`src/hw/rtl/riit_ram.sv`:
```
// Generic single-write, single-read synchronous RAM with registered read data.
module riit_ram #(
  parameter int WIDTH = 8,
  parameter int DEPTH = 16
) (
  input  logic                     clk,
  input  logic                     we,
  input  logic [$clog2(DEPTH)-1:0] waddr,
  input  logic [WIDTH-1:0]         wdata,
  input  logic                     re,
  input  logic [$clog2(DEPTH)-1:0] raddr,
  output logic [WIDTH-1:0]         rdata
);

  logic [WIDTH-1:0] mem [DEPTH];

  always_ff @(posedge clk) begin
    if (we) begin
      mem[waddr] <= wdata;
    end
  end

  // Hold read data until the next read.
  always_ff @(posedge clk) begin
    if (re) begin
      rdata <= mem[raddr];
    end
  end

endmodule

```
`config.mk`:
```
export PLATFORM = sky130hd
export DESIGN_NAME = riit_ram
export DESIGN_NICKNAME = d
export VERILOG_FILES = /design/src/hw/rtl/riit_ram.sv
export SDC_FILE = /design/constraint.sdc
export NUM_CORES = 1
export LEC_CHECK = 0
export ABC_AREA = 1
export ABC_CLOCK_PERIOD_IN_PS = 2090
export BUFFER_PORTS_ARGS = -buffer_cell sky130_fd_sc_hd__buf_2
export CAP_MARGIN = 25
export CORE_AREA = 4 4 126 116
export DETAILED_ROUTE_END_ITERATION = 6
export DIE_AREA = 0 0 130 120
export GPL_TIMING_DRIVEN = 0
export PLACE_DENSITY = 0.61
export SLEW_MARGIN = 5
export SYNTH_ARGS = -nofsm -noshare
export SYNTH_HDL_FRONTEND = slang
export SYNTH_SLANG_ARGS = --single-unit
```
`constraint.sdc`:
```
create_clock -name clk -period 2.09 [get_ports clk]
set_input_delay 0.1045 -clock clk [delete_from_list [all_inputs] [get_ports clk]]
set_output_delay 0.1045 -clock clk [all_outputs]
set_load 0.1 [all_outputs]
```
==> metrics.md <==
| Metric | Value |
|---|---|
| Final wirelength | `about 14 mm` |
| Pin count of the biggest net entering global routing | `17` |
| Tmin final | `1270 ps` |
| Max Freq | `788 MHz` |
| Commonest non-fill, non-tap cell in the layout | `nand2_1` |
| Flops & latches, synth | `about 140` |
| CTS Buffer Depth | `2` |
| # DRC | `0` |
| Worst-path clk slew | `60 ps` |
| Syn Inst Count | `551` |
| Area grow syn2layout | `15.3%` |
| Status | `complete, no violations` |
| Final slew viol count | `0` |
| Later-pin clock latency in the skew report | `420 ps` |
| DRT Pass-1 Iters | `5` |
| Hold buffer count at cts | `0` |
| Via Count | `3,887` |
| Register area share after synthesis | `69.8%` |
| Synth area leader | `edfxtp_1` |
| Worst Tran Pin Value | `a little over 900 ps` |
| DIE WIDTH | `130 um` |
| Switching share of power | `22.3%` |
| Type of the worst min-delay path | `in -> reg` |
| Floorplan core area | `between 10,000 and 15,000 um2` |
| Die Y | `120 um` |
| Final setup violation count | `0` |
| Pre-CTS setup slack | `484 ps` |
| Clk_skew | `slightly below 8 ps` |
| Yosys cell types | `11` |
| Routed wire length per instance | `18.0 um` |
| Post-DR vias/cell | `between 5 and 6` |
| RePlAce Congestion | `0.879` |
| Switching pwr | `1.44 mW` |
| Final instance area | `6740 um2` |
| Yosys top cell area share | `69.8%` |
| GRT Overall Usage | `19.4%` |
| Yosys warning count | `0` |
| First-pass GRT wire length | `21.6 mm` |
| Syn Nets | `570` |
| CTS tree | `done` |
| Worst path bufs/invs | `1` |
| Initial Util | `44.3%` |
| Row count | `40` |
| Worst Path Max Fanout | `1` |
| Setup TNS | `0 ps` |
| Share of cells above drive strength 1 | `12.2%` |
| Leak pwr | `slightly below 3 nW` |
| Post-route ant nets | `0` |
| Vias in the first global route | `3,655` |
| Relative slew slack | `37.7%` |
| Clk sinks | `~140` |
| CP endpoint kind | `primary output` |
| Mapped Avg Cell Area | `10.6 um2` |
| Tcrit/Tclk final | `60.7%` |
| Final hold vios | `0` |
| # port buffers | `23` |
| # nets final | `612` |
| Sequential power share | `a little under half` |
| Synth area leaders | `edfxtp_1, nand2_1, nand3_1` |
| Kind of critical path | `reg -> out` |
| Placed inst area | `6170 um2` |
| Initial antenna violation count | `0` |
| Core Util, Final | `51.0%` |
| CTS root buffer | `clkbuf_16` |
| Most frequent cells in the layout | `nand2_1, edfxtp_1, inv_1` |
| Power per Cell Area | `960 nW/um2` |
| Pint | `5.03 mW` |
| Post-DP HPWL | `about 9.2 mm` |
| Area of the mapped netlist | `slightly below 6000 um2` |
| Resized cells post-CTS | `0` |
| Maximum vdd drop | `610 uV` |
| Antenna fix cells | `0` |
| Delay-heaviest family, CP | `buffers and inverters` |
| WP data required | `1990 ps` |
| Setup WS post-layout | `821 ps` |
| Hold slack | `42.9 ps` |
| Post-CTS setup buffers | `0` |
| Critical Path Source Type | `register` |
| Unrepaired setup endpoints after global routing | `false` |
| Total die area | `15,600 um2` |
| GR Overflow Total | `0` |
| CTS Buf Count | `17` |
| Logic pwr share | `7.6%` |
| CP cell instances | `buf_2` |
| IO Pins | `27` |
| Clock share of power | `44.7%` |
| Largest stage delay, worst path | `420 ps` |
| Slowest cell on the critical path | `buf_2` |
| Iteration-0 DRC Markers | `507` |
| CP arrival | `1160 ps` |
| H-Tree Depth | `4` |
| Maxcap violations | `0` |
registers in the layout, summed over array words and instances, names as in the netlist:
| signal | flops |
|---|---|
| mem | 128 |
| rdata | 8 |
kinds of logic after synthesis:
kind of cell | Yosys count | share of synthesized area [%]
AND/OR/NAND/NOR | 289 | 20.8
flip-flops | 136 | 69.8
buffers and inverters | 126 | 9.39
power by group through the flow:
| stage | Combinational [mW] | Sequential [mW] | Clock (mW) |
|---|---|---|---|
| 6_report | 0.489 | 3.09 | 2.89 |
| 3_5_place_dp | 0.488 | 3.14 | 0 |
| 5_1_grt | 0.532 | 3.09 | 3.05 |
| 3_3_place_gp | 0.484 | 3.14 | 0 |
| 2_1_floorplan | 0.215 | 3.24 | 0 |
| 4_1_cts | 0.490 | 3.09 | 2.93 |
cell usage after synthesis:
cell,number
buf_6,6
buf_4,4
nand2_1,173
edfxtp_1,136
nand3b_1,2
nor2_1,17
buf_2,13
nand3_1,97
buf_1,1
inv_1,100
inv_2,2
per-layer routing:
metal	part of all wire, %	track usage, %
met1	43	26.9
met2	46	29.0
met3	8.6	5.52
met4	2.2	7.53
met5	0	0
through the flow:
step	power, mW	instances
floorplan	3.45	551
global placement	3.63	742
detailed placement	3.63	742
CTS	6.51	773
global route	6.68	773
finish	6.47	773
area by class of cell:
type | instances | area, um2
Fill cell | 1200 | 6470
Sequential cell | 136 | 4080
Multi-Input combinational cell | 289 | 1210
Clock buffer | 19 | 433
Inverter | 102 | 383
Tap cell | 168 | 210
Buffer | 24 | 166
Clock inverter | 12 | 134
Timing Repair Buffer | 23 | 115
path summary, 6_finish.rpt:
path | startpoint | end | slack (ps) | cells past startpoint
worst max register to register | mem[10][5] | rdata[5] | 870 | 6
worst min-delay path | re | rdata[2] | 40 | 1
worst max-delay path | rdata[7] | rdata[7] | 820 | 1
worst min register to register | mem[6][7] | rdata[7] | 800 | 6
Note: power is estimated with default switching activity, not from simulation.
